`src/hdl/fbadc_pkg.sv`:
```
// Package for the band-pass FIR core: widths, tap count, coefficient table,
// controller states, control structs and the output round/clamp function.
// No dependencies.
package fbadc_pkg;

  localparam int NUM_TAPS   = 31;
  localparam int TAP_IDX_W  = $clog2(NUM_TAPS);
  localparam int SAMPLE_W   = 12;
  localparam int COEF_W     = 16;
  localparam int COEF_FRAC  = 15;
  localparam int PROD_W     = SAMPLE_W + COEF_W;
  localparam int ACC_W      = PROD_W + 2;
  localparam int Y_W        = ACC_W - COEF_FRAC;
  localparam int OUT_MAX    = 4095;
  localparam int MID_SCALE  = 2048;

  typedef logic signed [SAMPLE_W-1:0] sample_t;
  typedef logic signed [COEF_W-1:0]   coef_t;
  typedef logic signed [PROD_W-1:0]   prod_t;
  typedef logic signed [ACC_W-1:0]    acc_t;
  typedef logic [TAP_IDX_W-1:0]       tap_idx_t;

  typedef enum logic [1:0] {
    S_IDLE,
    S_MAC,
    S_DRAIN,
    S_FIN
  } fsm_state_t;

  typedef struct packed {
    logic load;
    logic rot;
  } tap_ctl_t;

  typedef struct packed {
    logic clr;
    logic mul_en;
  } mac_ctl_t;

  // Q1.15 band-pass coefficients, symmetric about tap 15.
  function automatic coef_t coef_at(tap_idx_t k);
    coef_t c;
    case (k)
      5'd0,  5'd30: c = -16'sd468;
      5'd1,  5'd29: c = -16'sd593;
      5'd2,  5'd28: c = -16'sd189;
      5'd3,  5'd27: c =  16'sd603;
      5'd4,  5'd26: c =  16'sd989;
      5'd5,  5'd25: c =  16'sd550;
      5'd6,  5'd24: c = -16'sd16;
      5'd7,  5'd23: c =  16'sd329;
      5'd8,  5'd22: c =  16'sd1313;
      5'd9,  5'd21: c =  16'sd1135;
      5'd10, 5'd20: c = -16'sd1410;
      5'd11, 5'd19: c = -16'sd4711;
      5'd12, 5'd18: c = -16'sd5191;
      5'd13, 5'd17: c = -16'sd1088;
      5'd14, 5'd16: c =  16'sd4941;
      5'd15:        c =  16'sd7807;
      default:      c =  16'sd0;
    endcase
    return c;
  endfunction

  // Round half up, restore mid-scale, clamp to 0..4095.
  function automatic logic [SAMPLE_W-1:0] out_sat(acc_t acc);
    acc_t                   rnd;
    logic signed [Y_W-1:0]  y;
    logic signed [Y_W:0]    ys;
    logic [SAMPLE_W-1:0]    res;
    rnd = acc + ACC_W'(2 ** (COEF_FRAC - 1));
    y   = $signed(rnd[ACC_W-1:COEF_FRAC]);
    ys  = $signed({y[Y_W-1], y}) + (Y_W + 1)'(MID_SCALE);
    if (ys < 0) begin
      res = '0;
    end else if (ys > (Y_W + 1)'(OUT_MAX)) begin
      res = SAMPLE_W'(OUT_MAX);
    end else begin
      res = ys[SAMPLE_W-1:0];
    end
    return res;
  endfunction

endpackage

```
`src/hdl/fbadc_taps.sv`:
```
// Circulating sample delay line: one word shifts out per cycle to the MAC while load or rotate is set.
// Depends on fbadc_pkg.
module fbadc_taps import fbadc_pkg::*; (
  input  logic     clk,
  input  logic     rst_n,
  input  tap_ctl_t ctl,
  input  sample_t  din,
  output sample_t  tap_out
);

  sample_t taps_r   [NUM_TAPS];
  sample_t taps_nxt [NUM_TAPS];

  always_comb begin
    for (int k = 0; k < NUM_TAPS; k++) begin
      taps_nxt[k] = taps_r[k];
    end
    if (ctl.load || ctl.rot) begin
      for (int k = 1; k < NUM_TAPS; k++) begin
        taps_nxt[k] = taps_r[k-1];
      end
      // load drops the oldest sample, rotate wraps it back to the front
      taps_nxt[0] = ctl.load ? din : taps_r[NUM_TAPS-1];
    end
  end

  always_ff @(posedge clk) begin
    if (!rst_n) begin
      for (int k = 0; k < NUM_TAPS; k++) begin
        taps_r[k] <= '0;
      end
    end else begin
      for (int k = 0; k < NUM_TAPS; k++) begin
        taps_r[k] <= taps_nxt[k];
      end
    end
  end

  assign tap_out = taps_r[NUM_TAPS-1];

endmodule

```
`src/hdl/fbadc_mac.sv`:
```
// Shared multiply-accumulate: registered product, then accumulate.
// Depends on fbadc_pkg.
module fbadc_mac import fbadc_pkg::*; (
  input  logic     clk,
  input  logic     rst_n,
  input  mac_ctl_t ctl,
  input  sample_t  sample,
  input  tap_idx_t coef_idx,
  output acc_t     acc
);

  prod_t prod_r;
  logic  prod_vld_r;
  acc_t  acc_r;

  always_ff @(posedge clk) begin
    if (!rst_n) begin
      prod_vld_r <= 1'b0;
    end else begin
      prod_vld_r <= ctl.mul_en;
    end
  end

  always_ff @(posedge clk) begin
    prod_r <= sample * coef_at(coef_idx);
    if (ctl.clr) begin
      acc_r <= '0;
    end else if (prod_vld_r) begin
      acc_r <= acc_r + ACC_W'(prod_r);
    end
  end

  assign acc = acc_r;

endmodule

```
`src/hdl/fir_bandpass_adc_to_dac_core.sv`:
```
// 31-tap band-pass FIR, 12-bit unsigned in, 12-bit unsigned out.
// An input transfer starts the tap walk (S_MAC), then S_DRAIN and the round in S_FIN.
// Input is taken only in S_IDLE, so a new sample waits for the last one to finish, as
// the shared multiplier walks the delay line one tap per cycle; out_stall holds round.
// Reset (synchronous, rst_n low): delay line cleared to zero, controller idle,
// no output pending.
module fir_bandpass_adc_to_dac_core import fbadc_pkg::*; (
  input  logic                clk,
  input  logic                rst_n,
  input  logic                in_valid,
  output logic                in_stall,
  input  logic [SAMPLE_W-1:0] in_adc_sample,
  output logic                out_valid,
  input  logic                out_stall,
  output logic [SAMPLE_W-1:0] out_dac_sample
);

  fsm_state_t          state_r, state_nxt;
  tap_idx_t            cnt_r, cnt_nxt;
  logic                out_valid_r, out_valid_nxt;
  logic [SAMPLE_W-1:0] out_data_r, out_data_nxt;
  tap_ctl_t            tap_ctl;
  mac_ctl_t            mac_ctl;
  sample_t             x_centred;
  sample_t             tap_out;
  acc_t                acc;

  // flip the MSB to subtract mid-scale
  assign x_centred = $signed({~in_adc_sample[SAMPLE_W-1], in_adc_sample[SAMPLE_W-2:0]});

  fbadc_taps u_taps (
    .clk     (clk),
    .rst_n   (rst_n),
    .ctl     (tap_ctl),
    .din     (x_centred),
    .tap_out (tap_out)
  );

  fbadc_mac u_mac (
    .clk      (clk),
    .rst_n    (rst_n),
    .ctl      (mac_ctl),
    .sample   (tap_out),
    .coef_idx (cnt_r),
    .acc      (acc)
  );

  always_ff @(posedge clk) begin
    if (!rst_n) begin
      state_r     <= S_IDLE;
      cnt_r       <= '0;
      out_valid_r <= 1'b0;
    end else begin
      state_r     <= state_nxt;
      cnt_r       <= cnt_nxt;
      out_valid_r <= out_valid_nxt;
    end
  end

  always_ff @(posedge clk) begin
    out_data_r <= out_data_nxt;
  end

  always_comb begin
    state_nxt     = state_r;
    cnt_nxt       = cnt_r;
    out_data_nxt  = out_data_r;
    out_valid_nxt = out_valid_r && out_stall;
    tap_ctl       = '0;
    mac_ctl       = '0;
    in_stall      = 1'b1;
    unique case (state_r)
      S_IDLE: begin
        in_stall = 1'b0;
        if (in_valid) begin
          tap_ctl.load = 1'b1;
          mac_ctl.clr  = 1'b1;
          cnt_nxt      = TAP_IDX_W'(NUM_TAPS - 1);
          state_nxt    = S_MAC;
        end
      end
      S_MAC: begin
        tap_ctl.rot    = 1'b1;
        mac_ctl.mul_en = 1'b1;
        cnt_nxt        = cnt_r - 1'b1;
        if (cnt_r == '0) begin
          state_nxt = S_DRAIN;
        end
      end
      S_DRAIN: begin
        state_nxt = S_FIN;
      end
      S_FIN: begin
        // hold the result until the output register is free
        if (!out_valid_r || !out_stall) begin
          out_valid_nxt = 1'b1;
          out_data_nxt  = out_sat(acc);
          state_nxt     = S_IDLE;
        end
      end
      default: begin
        state_nxt = S_IDLE;
      end
    endcase
  end

  assign out_valid      = out_valid_r;
  assign out_dac_sample = out_data_r;

  a_accept_starts_mac: assert property (@(posedge clk) disable iff (!rst_n)
    (in_valid && !in_stall) |=> (state_r == S_MAC && cnt_r == TAP_IDX_W'(NUM_TAPS - 1)))
    else $error("input transfer did not start the tap walk");

  a_rise_from_fin: assert property (@(posedge clk) disable iff (!rst_n)
    $rose(out_valid_r) |-> $past(state_r == S_FIN))
    else $error("output valid rose outside the round step");

  a_cnt_range: assert property (@(posedge clk) disable iff (!rst_n)
    (state_r == S_MAC) |-> (cnt_r <= TAP_IDX_W'(NUM_TAPS - 1)))
    else $error("tap counter out of range");

  a_held_result: assert property (@(posedge clk) disable iff (!rst_n)
    (out_valid_r && out_stall) |=> (out_valid_r && $stable(out_data_r)))
    else $error("pending result lost or changed");

endmodule

```
`config.mk`:
```
export PLATFORM = sky130hd
export DESIGN_NAME = fir_bandpass_adc_to_dac_core
export DESIGN_NICKNAME = d
export VERILOG_FILES = /design/src/hdl/fbadc_pkg.sv /design/src/hdl/fbadc_taps.sv /design/src/hdl/fbadc_mac.sv /design/src/hdl/fir_bandpass_adc_to_dac_core.sv
export SDC_FILE = /design/constraint.sdc
export NUM_CORES = 1
export LEC_CHECK = 0
export BUFFER_PORTS_ARGS = -buffer_cell sky130_fd_sc_hd__buf_4
export CORE_MARGIN = 3
export CORE_UTILIZATION = 56
export CTS_BUF_LIST = sky130_fd_sc_hd__clkbuf_4 sky130_fd_sc_hd__clkbuf_8 sky130_fd_sc_hd__clkbuf_16
export CTS_CLUSTER_SIZE = 28
export DETAILED_ROUTE_END_ITERATION = 7
export PLACE_DENSITY = 0.73
export SETUP_SLACK_MARGIN = 0.3
export SYNTH_ARGS = -nofsm -noshare
export SYNTH_HDL_FRONTEND = slang
export SYNTH_SLANG_ARGS = --single-unit
```
`constraint.sdc`:
```
create_clock -name clk -period 4.8 [get_ports clk]
set_input_delay 0.96 -clock clk [delete_from_list [all_inputs] [get_ports clk]]
set_output_delay 0.96 -clock clk [all_outputs]
set_load 0.01 [all_outputs]
```
# [Word level (Yosys, flattened, before mapping)]
# Memory sizes are Yosys's and may differ from the RTL's. A register that Yosys moved wholly into a read port is not among the register bits.
# Index checks and enable logic that the tools add are counted.
[totals] regBits=79 latch_bits=0 ramBits=372 mem_bits_ro=512 in_bits=16 output_inout_bits=14 wordCells=115 memories=2
[classes] n_addsub=4 multipliers=1 div_mod_pow=0 order_cmp=2 eq_ne=6 shift=0 muxes=50 bitwise_logic=32 reduce_logical=11
[memory_table] name="(name not given)" depth=32 word_bits=16 rd=1 rd_ports_with_merged_regs=1 write_ports=0 line_no="fbadc_pkg.sv:43" source="case (k)"
[memory_table] name="u_taps.taps_r" depth=31 word_bits=12 rd=31 rd_ports_with_merged_regs=0 write_ports=31 line_no="fbadc_taps.sv:11" source="sample_t taps_r [NUM_TAPS];"
[ops] op="12-bit 2-to-1 mux" count=33
[ops] op="372-bit 2-to-1 mux" count=1
[ops] op="1-bit bitwise OR" count=31
[ops] op="30-bit by 16-bit adder with 30-bit output (second input constant)" count=1
[ops] op="30-bit by 28-bit adder with 30-bit output" count=1
[ops] op="12-bit by 16-bit multiplier with 28-bit output" count=1
[ops] op="15-bit by 13-bit adder with 16-bit output (second input constant)" count=1
[ops] op="16-bit by 13-bit greater-than comparator with 1-bit output (second input constant)" count=1
[ops] op="16-bit by 1-bit less-than comparator with 1-bit output (second input constant)" count=1
[ops] op="5-bit 2-to-1 mux" count=3
[ops] op="5-bit one-hot mux with 2 select lines" count=1
[ops] op="1-bit 2-to-1 mux" count=8
[ops] op="2-bit one-hot mux with 4 select lines" count=1
[ops] op="2-bit 2-to-1 mux" count=3
[ops] op="2-bit != test (second input constant)" count=3
[ops] op="5-bit zero test" count=1
[ops] op="5-bit by 1-bit subtractor with 5-bit output (second input constant)" count=1
[ops] op="2-bit equality test (second input constant)" count=2
[ops] op="2-bit AND reduction" count=2
[ops] op="3-bit AND reduction" count=1
[ops] op="2-bit by 1-bit equality test with 1-bit output (second input constant)" count=1
[ops] op="1-bit zero test" count=2
[ops] op="2-bit zero test" count=1
[ops] op="1-bit logical OR" count=2
[ops] op="other kinds (3)" count=3

# [Depth between registers and ports, before layout]
[logic_depth] depth_word=5 depth_mapped=21 ltp_nobuf=20

# [Cells and area by module]
# From an unflattened synthesis, not the netlist that was laid out.
[hier_totals] hier_cells=3087 hier_area_um2=27619.0
[by_module_without_submodules] module="fbadc_taps" instances=1 cells_each=1706 area_per_inst_um2=15647.5 seq_area_each_um2=7447.1
[by_module_without_submodules] module="fbadc_mac" instances=1 cells_each=1251 area_per_inst_um2=10709.0 seq_area_each_um2=1181.1
[by_module_without_submodules] module="fir_bandpass_adc_to_dac_core" instances=1 cells_each=130 area_per_inst_um2=1262.5 seq_area_each_um2=520.5

# [Worst setup path before layout]
# Ideal clock, no wire load.
[synth_timing] kind="reg2reg" from="mem u_taps.taps_r[0][360] in the netlist's numbering" to="reg u_mac.prod_r[27]" setup_ps=86 arrival_ps=5199 t_required_ps=4714 slack_ps=-484 path_stages_with_launch=22 path_buffers=1 period_less_slack_ps=5284 path_cell_list="dfxtp_1 clkbuf_1 nand2_1 fa_1 inv_1 ha_1 inv_1 fa_1 inv_1 fa_1 inv_1 fa_1 inv_1 ha_1 a21o_1 a21o_1 a21oi_1 o21ai_0 or3b_1 o21ai_1 nor2_1 a211oi_1"
[synth_lines] item="start, declared" line_no="fbadc_taps.sv:11"
[synth_lines] item="end signal, assigned" line_no="fbadc_mac.sv:25" source="prod_r <= sample * coef_at(coef_idx);"
[synth_lines] item="end, declared" line_no="fbadc_mac.sv:12" source="prod_t prod_r;"

==> results.md <==
Worst setup path:
- The worst setup path is launched from a flop.
- The required time at the worst-slack endpoint is 5.29 ns.
- The logic depth of the worst register-to-register path is 20.
- STA puts the critical path data arrival time at 5.56 ns.
- STA classifies the critical path endpoint as a flop.
- In this run the worst path has a maximum fanout of 5.
- The critical path is of the reg -> reg type.

Detailed routing:
- In the routed design, unresolved DRC markers number 0.
- Across all layers, the routed design uses 19795 vias.
- The iteration count of the initial detailed-routing pass is 5.
- The detailed router finished its first iteration with 1303 violations.
- The count of nets left with antenna violations once routing finished came out at 0.
- The wire length reported by the detailed router is 54600 µm.
- After detailed routing, the average wire length per cell comes to 14.8 µm.
- The via count normalized by instance count is 5.36.

Floorplan:
- In this run the vertical extent of the chip is 216 µm.
- The number of placement rows is 76.
- In this run the standard cell core region covers 0.0434 mm².
- The horizontal extent of the die is 216 µm.
- The number of top-level design ports is 30.
- The floorplan step defined a die boundary enclosing 0.0467 mm².
- For this configuration, the core starts out at a cell density of 57.0%.

Logic synthesis:
- In the synthesized netlist the async set-or-reset flop fraction comes to 0%.
- The synthesized netlist occupies a cell area of 0.0247 mm².
- The number of flip-flops and latches in the synthesized netlist is 465.
- The synthesized netlist devotes 14.4% of its cell area to compound gates.
- The fraction of the mapped netlist area in simple logic gates is 18.9%.
- The number of enable flip-flop cells after synthesis is 12.
- After synthesis, the largest family of logic cells by area is simple AND/OR/NAND/NOR gates.
- The sequential share of the synthesized area is 38.2%.
- A synthesized cell averages 8.23 µm².
- For this run, the leading register cell type out of synthesis is sky130_fd_sc_hd__dfxtp_1.
- The number of nets in the synthesized netlist is 3287.
- Summing the areas of all xor and xnor instances in the mapped netlist gives 2.06% of the synthesized area.
- The synthesized netlist contains 78 unique library cells.
- The number of instances in the synthesized netlist is 3000.
- The post-synthesis adder-cell area fraction is 18.8%.
- The count of synthesis-stage warnings from yosys is 0.
- Of the post-synthesis cell area, the part taken by muxes is 1.34%.

STA:
- The final worst clock skew is 0.0269 ns.
- Static timing analysis puts the maximum clock frequency at 0.197 GHz.
- In this run the tightest slew margin relative to its limit is 22.3%.
- The number of slew-limit violations in the final report came to 0.
- The least setup slack across all paths after layout is -0.271 ns.
- For the pin with the worst max-slew slack, the measured transition is 1.16 ns.
- Setup violations remaining at the end of the flow were counted as 12.
- The final worst-path cycle share is 106%.
- Setup repair after global routing could not meet its margin everywhere.
- The hold violation count in the final report is 0.
- The shortest period the worst path allows is 5.07 ns.

Power and ir drop:
- The analysis attributes to cell leakage a power of 11.7 nW.
- The share of total power dissipated in combinational logic is 28.7%.
- The internal cell power is 7.51 mW.
- The power per cell area is 406 mW/mm².
- The highest ir drop seen on vdd is 0.000358 V.
- In this run, flip-flops and latches consume 37.1% of the power.
- The net switching power figure is 4.23 mW.
- Per report_power, the clock group accounts for 34.2% of the total.
- The switching part of the total power is 36.0%.

Worst hold path:
- In this run the worst hold path is classified as reg -> reg.
- The worst hold path passes through 2 cells.

Clocking:
- The count of hold-fix buffers inserted at cts is 0.
- The total clock buffers created by CTS is 49.
- The H-tree generated during clock tree synthesis spans 2 levels.
- The clock passes through at most 3 buffers.
- Clock-pin slew was measured on the worst setup and hold paths at 0.06 ns.
- The clock tree from TritonCTS is yes.
- The clock reaches the later pin of the worst-skew pair after 0.60 ns.
- Clock tree synthesis found a total of 465 sinks.
- The buffer type at the clock tree root is sky130_fd_sc_hd__clkbuf_16.

Global route:
- In the global route stage, overall resource usage came out at 23.5%.
- The initial antenna violation count is 0.
- The total overflow reported by the global router is 0.
- The first global-routing pass estimated 92700 µm of wire.
- The number of global-route vias before repair is 19576.
- Entering global routing, the biggest net connects 160 pins.

Flow run:
- Max-cap violations in this run came to 0.

Finish:
- The library cells used most frequently in the layout, excluding fill and tap cells, are 860 x sky130_fd_sc_hd__nand2_1, 429 x sky130_fd_sc_hd__a21oi_1, 428 x sky130_fd_sc_hd__dfxtp_1.
- The summed area of non-filler cells in the final layout is 0.0289 mm².
- The utilization of the core after routing is 66.8%.
- For this run, the post-layout net count is 3357.
- The ratio of cells with drive above 1 in the final layout is 14.7%.
- The layout overhead on the synthesized area is 17.2%.
- The area of the multi-input gates is 0.0143 mm².
- Across the whole layout, storage elements account for 0.00950 mm².
- The layout has 3540 filler cells.
- The antenna diode count is 0.
- The most common cell after layout, fill and taps aside is sky130_fd_sc_hd__nand2_1.

Placement:
- The half-perimeter wire length after detailed placement is 36100 µm.
- The worst slack at placement is -0.378 ns.
- The weighted congestion reported at the end of routability-driven placement is 0.859.
- During placement, the flow inserted port buffers numbering 29.
- Summing all placed instances gives a cell area of 0.0264 mm².

Run status:
- The final reports fail on setup timing.
- The run finished, with violations left.
## state kept, by name, indices dropped and copies added, names as in the netlist, named ones only
name and flops:
out_dac_sample 12, cnt_r 5, state_r 2, out_valid 1, u_mac.prod_vld_r 1, u_mac.prod_r 28
u_mac.acc 30, u_taps.taps_r 372
## final cells by class
cell class | count | area share, %
Tap cell | 585 | 2.53
Multi-Input combinational cell | 2117 | 49.3
Sequential cell | 465 | 32.8
Inverter | 246 | 3.24
Clock inverter | 13 | 0.739
Timing Repair Buffer | 191 | 5.90
Clock buffer | 78 | 5.44
## per-layer routing
metal / global-route usage, % / share of wire, % / vias to the layer above
met5: 0 / 0 / -
met4: 7.84 / 2.9 / 0
met3: 3.91 / 4.8 / 98
met2: 39.3 / 48 / 393
met1: 31.1 / 44 / 9515
li1: - / - / 9789
## final timing paths
kind	slack (ns)	from	end
worst max-delay path	-0.27	u_taps.taps_r[0][368]$_SDFFE_PN0P_	u_mac.prod_r[26]$_DFF_P_
worst min-delay path	0.45	u_taps.taps_r[0][208]$_SDFFE_PN0P_	u_taps.taps_r[0][220]$_SDFFE_PN0P_
worst max register to register	-0.27	u_taps.taps_r[0][368]$_SDFFE_PN0P_	u_mac.prod_r[26]$_DFF_P_
worst min register to register	0.45	u_taps.taps_r[0][208]$_SDFFE_PN0P_	u_taps.taps_r[0][220]$_SDFFE_PN0P_
## per-stage QoR
step	cells	hold slack [ns]	power, mW	setup TNS [ns]
4_1_cts	3682	0.451	11.8	-1.06
2_1_floorplan	3000	0.426	6.76	0
3_5_place_dp	3563	0.443	7.68	-3.00
6_report	3695	0.448	11.7	-1.78
3_3_place_gp	3563	0.437	7.64	-1.91
5_1_grt	3695	0.460	12.4	-3.87
## cell usage after synthesis (all sizes together), types with 4 or more instances
cell | n | area share [%]
nand2 | 882 | 13
dfxtp | 453 | 37
a21oi | 445 | 9.1
inv | 246 | 3.7
fa | 166 | 13
clkbuf | 150 | 2.3
ha | 105 | 5.3
nor2 | 100 | 1.5
and2 | 63 | 1.6
o21ai | 51 | 1.0
xnor2 | 29 | 1.0
xor2 | 29 | 1.0
mux2i | 27 | 1.1
nand3 | 26 | 0.53
a211oi | 25 | 0.80
a21o | 23 | 0.70
buf | 22 | 0.41
nor3 | 14 | 0.28
a31oi | 12 | 0.33
edfxtp | 12 | 1.5
nor2b | 11 | 0.28
o21bai | 10 | 0.30
nand2b | 9 | 0.24
o21a | 9 | 0.28
nand4 | 8 | 0.20
a2111oi | 7 | 0.35
and3 | 5 | 0.13
o22ai | 5 | 0.13
a311oi | 4 | 0.14
a31o | 4 | 0.14
o211ai | 4 | 0.14
## power groups by stage
stage               Clock, mW  Combinational, mW  Sequential [mW]
floorplan                   0               2.45             4.30
global placement            0               3.24             4.41
detailed placement          0               3.26             4.42
CTS                      4.11               3.32             4.36
global route             4.27               3.71             4.39
finish                   4.02               3.36             4.36
## cells by family (layout without fill, tap and decap cells)
family	count (synthesis)	after routing
and+or+nand+nor	1138	1138
AOI/OAI and AO/OA	620	620
muxes	30	30
adders and majority gates	271	271
buffers and inverters	418	528
xor gates and xnor gates	58	58
DFF	465	465
## repair_timing
| action | 4_1_cts | 5_1_grt |
|---|---|---|
| hold endpoints to repair | 0 | 0 |
| endpoints found under the setup margin | 16 | 16 |
| gates resized for setup | 80 | 34 |
| buffers inserted | 28 | 13 |
| pin swaps | 61 | 33 |
## worst max-delay path: stages (launching register included)
cell	delay [ns]
sky130_fd_sc_hd__dfxtp_4	0.41
sky130_fd_sc_hd__buf_8	0.14
sky130_fd_sc_hd__buf_4	0.11
sky130_fd_sc_hd__nand2_2	0.04
sky130_fd_sc_hd__fa_2	0.53
sky130_fd_sc_hd__inv_2	0.04
sky130_fd_sc_hd__fa_2	0.59
sky130_fd_sc_hd__fa_2	0.44
sky130_fd_sc_hd__fa_1	0.48
sky130_fd_sc_hd__inv_1	0.05
sky130_fd_sc_hd__fa_1	0.49
sky130_fd_sc_hd__inv_2	0.04
sky130_fd_sc_hd__ha_4	0.27
sky130_fd_sc_hd__nand2_4	0.06
sky130_fd_sc_hd__a2111oi_4	0.39
sky130_fd_sc_hd__o41ai_2	0.14
sky130_fd_sc_hd__buf_4	0.18
sky130_fd_sc_hd__o21ai_4	0.18
sky130_fd_sc_hd__a311o_1	0.20
sky130_fd_sc_hd__a21oi_2	0.06
sky130_fd_sc_hd__xnor2_1	0.11
Note: power is estimated with default switching activity, not from simulation.
